--- src/hw/rtl/lspq_pkg.sv ---
// shared types and codes for the linear scan priority queue
package lspq_pkg;

  localparam int unsigned QUEUE_DEPTH_DEF = 16;
  localparam int unsigned MAX_DEPTH       = 256;
  localparam int unsigned SLOT_W          = $clog2(MAX_DEPTH);
  localparam int unsigned ID_W            = 16;
  localparam int unsigned PRI_W           = 8;
  localparam int unsigned OCC_W           = 5;

  typedef enum logic {
    CMD_ENQ = 1'b0,
    CMD_DEQ = 1'b1
  } command_t;

  typedef enum logic [1:0] {
    ST_ENQ   = 2'd0,
    ST_FULL  = 2'd1,
    ST_DEQ   = 2'd2,
    ST_EMPTY = 2'd3
  } status_t;

  // running minimum handed from cell to cell during a scan
  typedef struct packed {
    logic              found;
    logic [PRI_W-1:0]  pri;
    logic [ID_W-1:0]   id;
    logic [SLOT_W-1:0] idx;
  } carry_t;

  // broadcast controls from the sequencer to every cell
  typedef struct packed {
    logic              wr_en;
    logic              shift_en;
    logic [SLOT_W-1:0] idx;
    logic [ID_W-1:0]   id;
    logic [PRI_W-1:0]  pri;
  } cell_ctrl_t;

endpackage

--- src/hw/rtl/lspq_cell.sv ---
// one queue slot: holds an entry and passes the running minimum to its neighbour
module lspq_cell
  import lspq_pkg::*;
#(
  parameter int unsigned DEPTH = QUEUE_DEPTH_DEF,
  parameter int unsigned INDEX = 0,
  localparam int unsigned CNT_W = $clog2(DEPTH + 1)
) (
  input  logic             clk,
  input  logic             rst,
  input  cell_ctrl_t       ctrl,
  input  logic [CNT_W-1:0] count,
  input  carry_t           carry_in,
  input  logic [ID_W-1:0]  nbr_id,
  input  logic [PRI_W-1:0] nbr_pri,
  output logic [ID_W-1:0]  slot_id,
  output logic [PRI_W-1:0] slot_pri,
  output carry_t           carry_out
);

  localparam logic [CNT_W-1:0]  MY_CNT = CNT_W'(INDEX);
  localparam logic [SLOT_W-1:0] MY_IDX = SLOT_W'(INDEX);

  logic   held;
  carry_t carry_next;

  assign held = MY_CNT < count;

  // strict less-than keeps the earliest entry on a tie
  always_comb begin
    carry_next = carry_in;
    if (held && (!carry_in.found || slot_pri < carry_in.pri)) begin
      carry_next.found = 1'b1;
      carry_next.pri   = slot_pri;
      carry_next.id    = slot_id;
      carry_next.idx   = MY_IDX;
    end
  end

  always_ff @(posedge clk) begin
    if (rst) begin
      carry_out.found <= 1'b0;
    end else begin
      carry_out.found <= carry_next.found;
    end
    carry_out.pri <= carry_next.pri;
    carry_out.id  <= carry_next.id;
    carry_out.idx <= carry_next.idx;
  end

  // close up behind a removed entry, or take the new tail entry
  always_ff @(posedge clk) begin
    priority if (ctrl.shift_en && ctrl.idx <= MY_IDX) begin
      slot_id  <= nbr_id;
      slot_pri <= nbr_pri;
    end else if (ctrl.wr_en && count == MY_CNT) begin
      slot_id  <= ctrl.id;
      slot_pri <= ctrl.pri;
    end
  end

endmodule

--- src/hw/rtl/linear_scan_priority_queue_top.sv ---
// top level of the linear scan priority queue: sequencer and chain of slot cells
//
//  channel  | handshake             | fields
//  ---------+-----------------------+------------------------------------------
//  command  | start, busy           | command, entry_id, entry_priority
//  result   | done (one-cycle beat) | status, out_id, out_priority,
//           |                       | occupancy, now_empty
//
// a beat on the command side is taken at an edge with start high and busy low
// enqueue and any rejected or empty command: result beat in the next cycle
// dequeue on a non-empty queue: the minimum ripples through all DEPTH cells,
// one cell a cycle, and the result beat comes as the scan ends
// busy is high for the whole of that ripple; results cannot be held off
// synchronous reset empties the queue; slot contents are left as they are
module linear_scan_priority_queue_top
  import lspq_pkg::*;
#(
  parameter int unsigned QUEUE_DEPTH = QUEUE_DEPTH_DEF
) (
  input  logic             clk,
  input  logic             rst,
  input  logic             start,
  output logic             busy,
  input  logic             command,
  input  logic [ID_W-1:0]  entry_id,
  input  logic [PRI_W-1:0] entry_priority,
  output logic             done,
  output logic [1:0]       status,
  output logic [ID_W-1:0]  out_id,
  output logic [PRI_W-1:0] out_priority,
  output logic [OCC_W-1:0] occupancy,
  output logic             now_empty
);

  localparam int unsigned CNT_W = $clog2(QUEUE_DEPTH + 1);
  localparam int unsigned IDX_W = $clog2(QUEUE_DEPTH);
  localparam logic [CNT_W-1:0] FULL_CNT = CNT_W'(QUEUE_DEPTH);
  localparam logic [IDX_W-1:0] LAST_IDX = IDX_W'(QUEUE_DEPTH - 1);

  typedef enum logic {
    IDLE,
    SCAN
  } state_t;

  state_t           state;
  logic [CNT_W-1:0] count;
  logic [IDX_W-1:0] scan_cnt;

  logic             accept;
  logic             is_deq;
  logic             scan_last;
  logic [CNT_W-1:0] count_dec;
  logic [CNT_W+OCC_W-1:0] occ_wide;
  cell_ctrl_t       ctrl;
  carry_t           seed;

  carry_t           carry    [QUEUE_DEPTH];
  logic [ID_W-1:0]  slot_id  [QUEUE_DEPTH];
  logic [PRI_W-1:0] slot_pri [QUEUE_DEPTH];

  assign busy      = (state == SCAN);
  assign accept    = start && !busy;
  assign is_deq    = (command == CMD_DEQ);
  assign scan_last = (scan_cnt == LAST_IDX);
  assign count_dec = count - CNT_W'(1);

  // scan starts with nothing found; cells past the count just pass it on
  always_comb begin
    seed       = '0;
    seed.found = 1'b0;
  end

  always_comb begin
    ctrl.wr_en    = accept && !is_deq && (count < FULL_CNT);
    ctrl.shift_en = (state == SCAN) && scan_last;
    ctrl.idx      = carry[QUEUE_DEPTH-1].idx;
    ctrl.id       = entry_id;
    ctrl.pri      = entry_priority;
  end

  // the chain of slots, minimum flowing from slot 0 towards the tail
  for (genvar i = 0; i < QUEUE_DEPTH; i++) begin : g_cell
    carry_t           c_in;
    logic [ID_W-1:0]  n_id;
    logic [PRI_W-1:0] n_pri;

    if (i == 0) begin : g_head
      assign c_in = seed;
    end else begin : g_body
      assign c_in = carry[i-1];
    end

    if (i == QUEUE_DEPTH - 1) begin : g_tail
      assign n_id  = slot_id[i];
      assign n_pri = slot_pri[i];
    end else begin : g_mid
      assign n_id  = slot_id[i+1];
      assign n_pri = slot_pri[i+1];
    end

    lspq_cell #(
      .DEPTH (QUEUE_DEPTH),
      .INDEX (i)
    ) u_cell (
      .clk       (clk),
      .rst       (rst),
      .ctrl      (ctrl),
      .count     (count),
      .carry_in  (c_in),
      .nbr_id    (n_id),
      .nbr_pri   (n_pri),
      .slot_id   (slot_id[i]),
      .slot_pri  (slot_pri[i]),
      .carry_out (carry[i])
    );
  end

  // occupancy reports the count cut to five bits
  logic [CNT_W-1:0] count_after;
  always_comb begin
    priority if (state == SCAN) begin
      count_after = count_dec;
    end else if (ctrl.wr_en) begin
      count_after = count + CNT_W'(1);
    end else begin
      count_after = count;
    end
  end
  assign occ_wide = {{OCC_W{1'b0}}, count_after};

  // sequencer: command decode, scan timing and the result register
  always_ff @(posedge clk) begin
    if (rst) begin
      state    <= IDLE;
      count    <= '0;
      scan_cnt <= '0;
      done     <= 1'b0;
    end else begin
      done <= 1'b0;
      unique case (state)
        IDLE: begin
          if (accept) begin
            out_id       <= '0;
            out_priority <= '0;
            occupancy    <= occ_wide[OCC_W-1:0];
            now_empty    <= (count_after == '0);
            priority if (!is_deq) begin
              done   <= 1'b1;
              count  <= count_after;
              status <= ctrl.wr_en ? ST_ENQ : ST_FULL;
            end else if (count == '0) begin
              done   <= 1'b1;
              status <= ST_EMPTY;
            end else begin
              state    <= SCAN;
              scan_cnt <= '0;
            end
          end
        end
        SCAN: begin
          scan_cnt <= scan_cnt + IDX_W'(1);
          if (scan_last) begin
            state        <= IDLE;
            done         <= 1'b1;
            count        <= count_after;
            status       <= ST_DEQ;
            out_id       <= carry[QUEUE_DEPTH-1].id;
            out_priority <= carry[QUEUE_DEPTH-1].pri;
            occupancy    <= occ_wide[OCC_W-1:0];
            now_empty    <= (count_after == '0);
          end
        end
        default: begin
          state <= IDLE;
        end
      endcase
    end
  end

`ifndef SYNTHESIS
  // a dequeue on a held entry starts a scan, anything else answers at once
  a_cmd_path: assert property (@(posedge clk) disable iff (rst)
    accept |=> (done != busy))
    else $error("command neither answered nor scanning");

  // a scan always ends with a dequeued entry and a smaller count
  a_scan_end: assert property (@(posedge clk) disable iff (rst)
    (state == SCAN && scan_last) |=> (done && status == ST_DEQ
                                       && count == $past(count) - CNT_W'(1)))
    else $error("scan ended without a dequeue");

  // a reject only happens on a full queue
  a_full: assert property (@(posedge clk) disable iff (rst)
    (done && status == ST_FULL) |-> (count == FULL_CNT))
    else $error("entry rejected while space was left");

  a_bound: assert property (@(posedge clk) disable iff (rst)
    count <= FULL_CNT)
    else $error("entry count beyond queue depth");
`endif

endmodule

--- config.mk ---
export PLATFORM = sky130hd
export DESIGN_NAME = linear_scan_priority_queue_top
export DESIGN_NICKNAME = d
export VERILOG_FILES = /design/src/hw/rtl/lspq_pkg.sv /design/src/hw/rtl/lspq_cell.sv /design/src/hw/rtl/linear_scan_priority_queue_top.sv
export SDC_FILE = /design/constraint.sdc
export NUM_CORES = 1
export LEC_CHECK = 0
export BUFFER_PORTS_ARGS = -buffer_cell sky130_fd_sc_hd__clkbuf_2
export CORE_UTILIZATION = 45
export CTS_CLUSTER_DIAMETER = 80
export CTS_CLUSTER_SIZE = 25
export DETAILED_ROUTE_END_ITERATION = 7
export HOLD_SLACK_MARGIN = 0.03
export PLACE_DENSITY = 0.64
export SETUP_SLACK_MARGIN = 0.3
export SYNTH_ARGS = -nofsm -noshare
export SYNTH_HDL_FRONTEND = slang
export SYNTH_SLANG_ARGS = --single-unit
--- constraint.sdc ---
create_clock -name clk -period 5 [get_ports clk]
set_input_delay 0.5 -clock clk [delete_from_list [all_inputs] [get_ports clk]]
set_output_delay 0.5 -clock clk [all_outputs]
set_load 0.005 [all_outputs]
=== Word-level counts from Yosys, hierarchy flattened ===
Cells that the tools add are included.

* Output and inout bits: 34
* Logic and storage cells: 398
* Flip-flop bits (word level): 954

* Equality and inequality tests: 22
* Add/sub/neg operators: 3
* Bitwise operators: 3
* Reductions and logical operators: 105
* Muxes and demuxes: 113
* Magnitude comparators: 48

{| class="wikitable"
|+ Operator list
! cell !! number
|-
| $mux 16 || 32
|-
| $mux 33 || 15
|-
| $mux 8 || 32
|-
| $lt 8x8->1 || 15
|-
| $le 8x4->1 const B || 8
|-
| $logic_and 1x1->1 || 51
|-
| $eq 5x4->1 const B || 8
|-
| $lt 4x5->1 const A || 8
|-
| $le 8x3->1 const B || 4
|-
| $mux 32 || 1
|-
| $pmux 16 s2 || 1
|-
| $mux 5 || 6
|-
| $reduce_bool 2->1 || 15
|-
| $eq 5x3->1 const B || 4
|-
| $lt 3x5->1 const A || 4
|-
| $pmux 5 s2 || 2
|-
| $logic_not 1->1 || 17
|-
| $le 8x1->1 const B || 2
|-
| $le 8x2->1 const B || 2
|-
| $pmux 8 s2 || 1
|-
| $logic_or 1x1->1 || 15
|-
| $mux 4 || 3
|-
| $mux 1 || 11
|-
| $eq 5x2->1 const B || 2
|-
| 20 further kinds || 35
|}

=== Longest topological paths before layout ===
* Word-level depth: 9
* Depth in mapped cells: 9
* Mapped depth without buffers: 7

=== Modules after synthesis ===
A second synthesis with hierarchy kept.

* Cells, all modules: 3103
* Area, all modules: 41725.0 um2

{| class="wikitable"
|+ Modules (own cells, without submodules)
! module !! area each (um2) !! cells an instance !! seq. area each (um2) !! instances
|-
| lspq_cell at g_cell[12].u_cell ... || 2344.7 || 153 || 1381.3 || 2
|-
| lspq_cell at g_cell[3].u_cell || 3169.3 || 303 || 1381.3 || 1
|-
| lspq_cell at g_cell[5].u_cell || 3071.7 || 273 || 1381.3 || 1
|-
| lspq_cell at g_cell[1].u_cell || 3052.9 || 266 || 1381.3 || 1
|-
| lspq_cell at g_cell[11].u_cell || 2896.5 || 273 || 1381.3 || 1
|-
| lspq_cell at g_cell[15].u_cell || 2363.5 || 155 || 1381.3 || 1
|-
| lspq_cell at g_cell[10].u_cell || 2356.0 || 155 || 1381.3 || 1
|-
| lspq_cell at g_cell[0].u_cell || 2352.3 || 153 || 1381.3 || 1
|-
| lspq_cell at g_cell[2].u_cell || 2348.5 || 154 || 1381.3 || 1
|-
| lspq_cell at g_cell[9].u_cell || 2341.0 || 153 || 1381.3 || 1
|-
| lspq_cell at g_cell[7].u_cell || 2324.7 || 151 || 1381.3 || 1
|-
| lspq_cell at g_cell[6].u_cell || 2242.2 || 153 || 1381.3 || 1
|-
| lspq_cell at g_cell[14].u_cell || 2238.4 || 154 || 1381.3 || 1
|-
| lspq_cell at g_cell[13].u_cell || 2230.9 || 152 || 1381.3 || 1
|-
| 2 more rows || - || - || - || -
|}

=== Least setup slack after synthesis ===
Ideal clock, no wire load.

* Kind: input port to flip-flop
* Start: input port command
* End: register g_cell[9].u_cell.slot_id[0], enable pin
* Slack: 1.676 ns
* Buffers on the path: 0
* Cell stages on the path: 3
* Arrival: 2.886 ns
* Required time: 4.562 ns
* Path through: nor4b_2 nand3b_1 o21ai_0

* Cells in the longest elaborated chain, start to end: 5

{| class="wikitable"
|+ RTL lines
! item !! RTL line !! RTL
|-
| from (decl) || linear_scan_priority_queue_top.sv:24 || <nowiki>input logic command,</nowiki>
|-
| $logic_not 1->1 || - ||
|-
| $logic_and 1x1->1 (2 in a row) || linear_scan_priority_queue_top.sv:74 || <nowiki>ctrl.wr_en = accept && !is_deq && (count < FULL_CNT);</nowiki>
|-
| $logic_and 1x1->1 || lspq_cell.sv:56 || <nowiki>end else if (ctrl.wr_en && count == MY_CNT) begin</nowiki>
|-
| $reduce_bool 2->1 (no line) || - ||
|-
| to (signal assigned) || lspq_cell.sv:54 || <nowiki>slot_id <= nbr_id;</nowiki>
|-
| to (signal assigned) || lspq_cell.sv:57 || <nowiki>slot_id <= ctrl.id;</nowiki>
|-
| to (decl) || lspq_cell.sv:16 || <nowiki>output logic [ID_W-1:0] slot_id,</nowiki>
|}

Every way passes these cells.
A chain may end at the register's enable or synchronous reset.

=== Worst setup path in the final report ===
* Start: register scan_cnt[0]
* End: register g_cell[2].u_cell.slot_id[4], enable pin

* Cells in the longest elaborated chain, start to end: 4

{| class="wikitable"
|+ RTL lines
! item !! RTL line !! RTL
|-
| from (decl) || linear_scan_priority_queue_top.sv:47 || <nowiki>logic [IDX_W-1:0] scan_cnt;</nowiki>
|-
| from (signal assigned) || linear_scan_priority_queue_top.sv:161 || <nowiki>scan_cnt <= scan_cnt + IDX_W'(1);</nowiki>
|-
| $eq 4x4->1 || linear_scan_priority_queue_top.sv:64 || <nowiki>assign scan_last = (scan_cnt == LAST_IDX);</nowiki>
|-
| $logic_and 1x1->1 || linear_scan_priority_queue_top.sv:75 || <nowiki>ctrl.shift_en = (state == SCAN) && scan_last;</nowiki>
|-
| $logic_and 1x1->1 || lspq_cell.sv:53 || <nowiki>priority if (ctrl.shift_en && ctrl.idx <= MY_IDX) begin</nowiki>
|-
| $reduce_bool 2->1 (no line) || - ||
|-
| to (signal assigned) || lspq_cell.sv:54 ||
|-
| to (signal assigned) || lspq_cell.sv:57 ||
|-
| to (decl) || lspq_cell.sv:16 ||
|}

Every way passes these cells.

==> flow_summary.toml <==
[outcome]
outcome = "completed"

[route]
wl_per_cell_microns = 23.0
drtAntennaViolNets = 0
drc = 0
dr.pass1.iters = 5
wirelength_mm = 103
via_per_inst = 5.88
vias = 26303
drt_iter0_markers = 2702

[yosys]
synth_area_leaders = "edfxtp_1, dfxtp_1, mux2_2"
netlist_area_sq_mm = 0.0399
synth_seq_cells = 875
synth_edf_count = 416
syn_nets = 3530
yosys.area.top_type = "edfxtp_1"
async_reset_ff_frac = 0
synth-xor-area-share = 0.00132
synth_mux_area_frac = 0.149
synth_warnings = 0
syn_inst = 3391
synthSimpleGateAreaFrac = 0.143
synth_seq_area_share = 0.543
avgSynthCellArea_sq_um = 11.8
synth-compound-area-share = 0.0876
synth_ff_type = "dfxtp_1"
yosys.area_share.adder = 0.0348
synth_top_cell_area_share = 0.313
synth_top_family_by_area = "multiplexers"
ys_types = 62

[cts]
cts_buffers = 45
hold_buffers = 0
clk_pin_slew_ps = 100
postCtsSetupBuffers = 0
cts.path.max_buffers = 3
cts_tree = "yes"
numClockSinks = 875
h-tree-depth = 2
clk_latency_ps = 630
root_buffer = "clkbuf_16"
cts_resized = 0

[grt]
grt_max_degree = 75
grt_overflow = 0
grt_pass1_vias = 24459
grt_pass1_wl_mm = 157
antenna_found_initial = 1
grtUsageTotal = 0.226

[sta]
final.setup.tns_ps = 0
slew_headroom = 0.143
finClkSkew_ps = 33.7
setup_violations = 0
final-hold-violation-count = 0
maxSlewViolCount = 0
fin_crit_ps = 3620
rsz0062_at_grt = "false"
worst_slew_pin_slew_ps = 1290
clock.fmax_ghz = 0.276
min_period_over_period = 0.724

[cells_and_area]
stdcell_count = 4470
final_cell_mix = "mux2_2, dfxtp_1, edfxtp_1, nand2_1, nand3_1"
post-route-cell-area_sq_mm = 0.0426
drive_above_1_share = 0.237
finish.utilization = 0.488
fillerInstances = 7778
final_common_cell = "mux2_2"
area_growth_syn_to_layout_pct = 6.70
nNetsFinal = 3417

[floorplanning]
core_area_sq_mm = 0.0873
fp.dieArea_sq_mm = 0.0899
fp.dieW_microns = 300
fp.dieH_microns = 300
pin_count = 62
initial_core_util = 0.457
rows = 108

[place]
dpl.cell_count = 4386
place_hpwl_mm = 67.1
gp_congestion = 0.833
numPortBuffers = 61
placed_area_sq_mm = 0.0412

[setup_path]
arrival_ps = 3870
path_class = "register to register"
crit_fanout = 28
critPathCaptureType = "register"
start_kind = "register"
required_ps = 5250

[run]
cap_violations = 0

[pwr]
p_leak_nw = 15.8
p_total_mw = 17.8
peakVddDrop_mv = 0.374
power-per-cell-area_mw_per_mm2 = 417

[min_path]
hold_class = "primary input to register"
## routing by layer
metal | wire [microns] | GRT usage | share of wire
met1 | 51100 | 0.363 | 0.50
met2 | 40400 | 0.303 | 0.39
met3 | 8040 | 0.0360 | 0.078
met4 | 3310 | 0.0723 | 0.032
met5 | 0 | 0 | 0
## synthesized netlist by cell type (all sizes together) (25+ instances only)
library cell	count
and3	120
nand2	203
ha	111
edfxtp	416
dfxtp	459
nor3b	147
clkbuf	194
nand3	166
o21ai	49
o2111ai	144
a21oi	45
nor2	82
nor3	25
mux2	528
a211oi	134
buf	79
nand4	129
and2	76
inv	128
## kinds of logic after synthesis
| family | count (synthesis) |
|---|---|
| and+or+nand+nor | 1018 |
| adders and majority gates | 111 |
| buffers and inverters | 401 |
| AOI/OAI and AO/OA | 450 |
| muxes | 530 |
| DFF | 875 |
| xor gates and xnor gates | 6 |
## area by class of cell
type / instances / area, sq um / area share
Clock buffer: 66 / 1300 / 0.0305
Clock inverter: 17 / 155 / 0.00364
Inverter: 128 / 480 / 0.0113
Sequential cell: 875 / 21700 / 0.509
Tap cell: 1155 / 1450 / 0.0339
Antenna cell: 1 / 2.50 / 0.0000587
Multi-Input combinational cell: 2115 / 16800 / 0.395
Timing Repair Buffer: 113 / 696 / 0.0163
## final timing paths
| path | startpoint | end | slack, ps | cells past startpoint |
|---|---|---|---|---|
| setup / recovery | scan_cnt[0] | g_cell[2].u_cell.slot_id[4] | 1380 | 5 |
| hold / removal | start | scan_cnt[1] | 280 | 4 |
| setup reg to reg | scan_cnt[0] | g_cell[2].u_cell.slot_id[4] | 1380 | 5 |
| hold reg to reg | g_cell[14].u_cell.carry_out[0] | g_cell[15].u_cell.carry_out[0] | 420 | 1 |
## stage by stage
stage | setup WS (ps) | hold slack, ps
final | 1380 | 276
after floorplan | 1680 | 386
after global routing | 1110 | 291
after detailed placement | 1360 | 398
after global placement | 1390 | 393
after CTS | 1360 | 255
## power breakdown
part           internal, mW  switching [mW]
registers              8.70           0.836
clock network          1.88            2.43
logic                  1.55            2.36
## worst max-delay path, cell delays in order, from the launching register on
cell and delay (ps):
dfxtp_1 380, ha_1 240, nand4_2 260, or3_1 810, a21oi_4 790, a21o_1 760
## flip-flops by register name, indices dropped and copies added, names as in the netlist
| name | flops |
|---|---|
| count | 5 |
| occupancy | 5 |
| busy | 1 |
| scan_cnt | 4 |
| out_id | 16 |
| g_cell.u_cell.carry_out | 448 |
| out_priority | 8 |
| g_cell.u_cell.slot_pri | 128 |
| g_cell.u_cell.slot_id | 256 |
| status | 2 |
| done | 1 |
| now_empty | 1 |
Note: power is estimated with default switching activity, not from simulation.
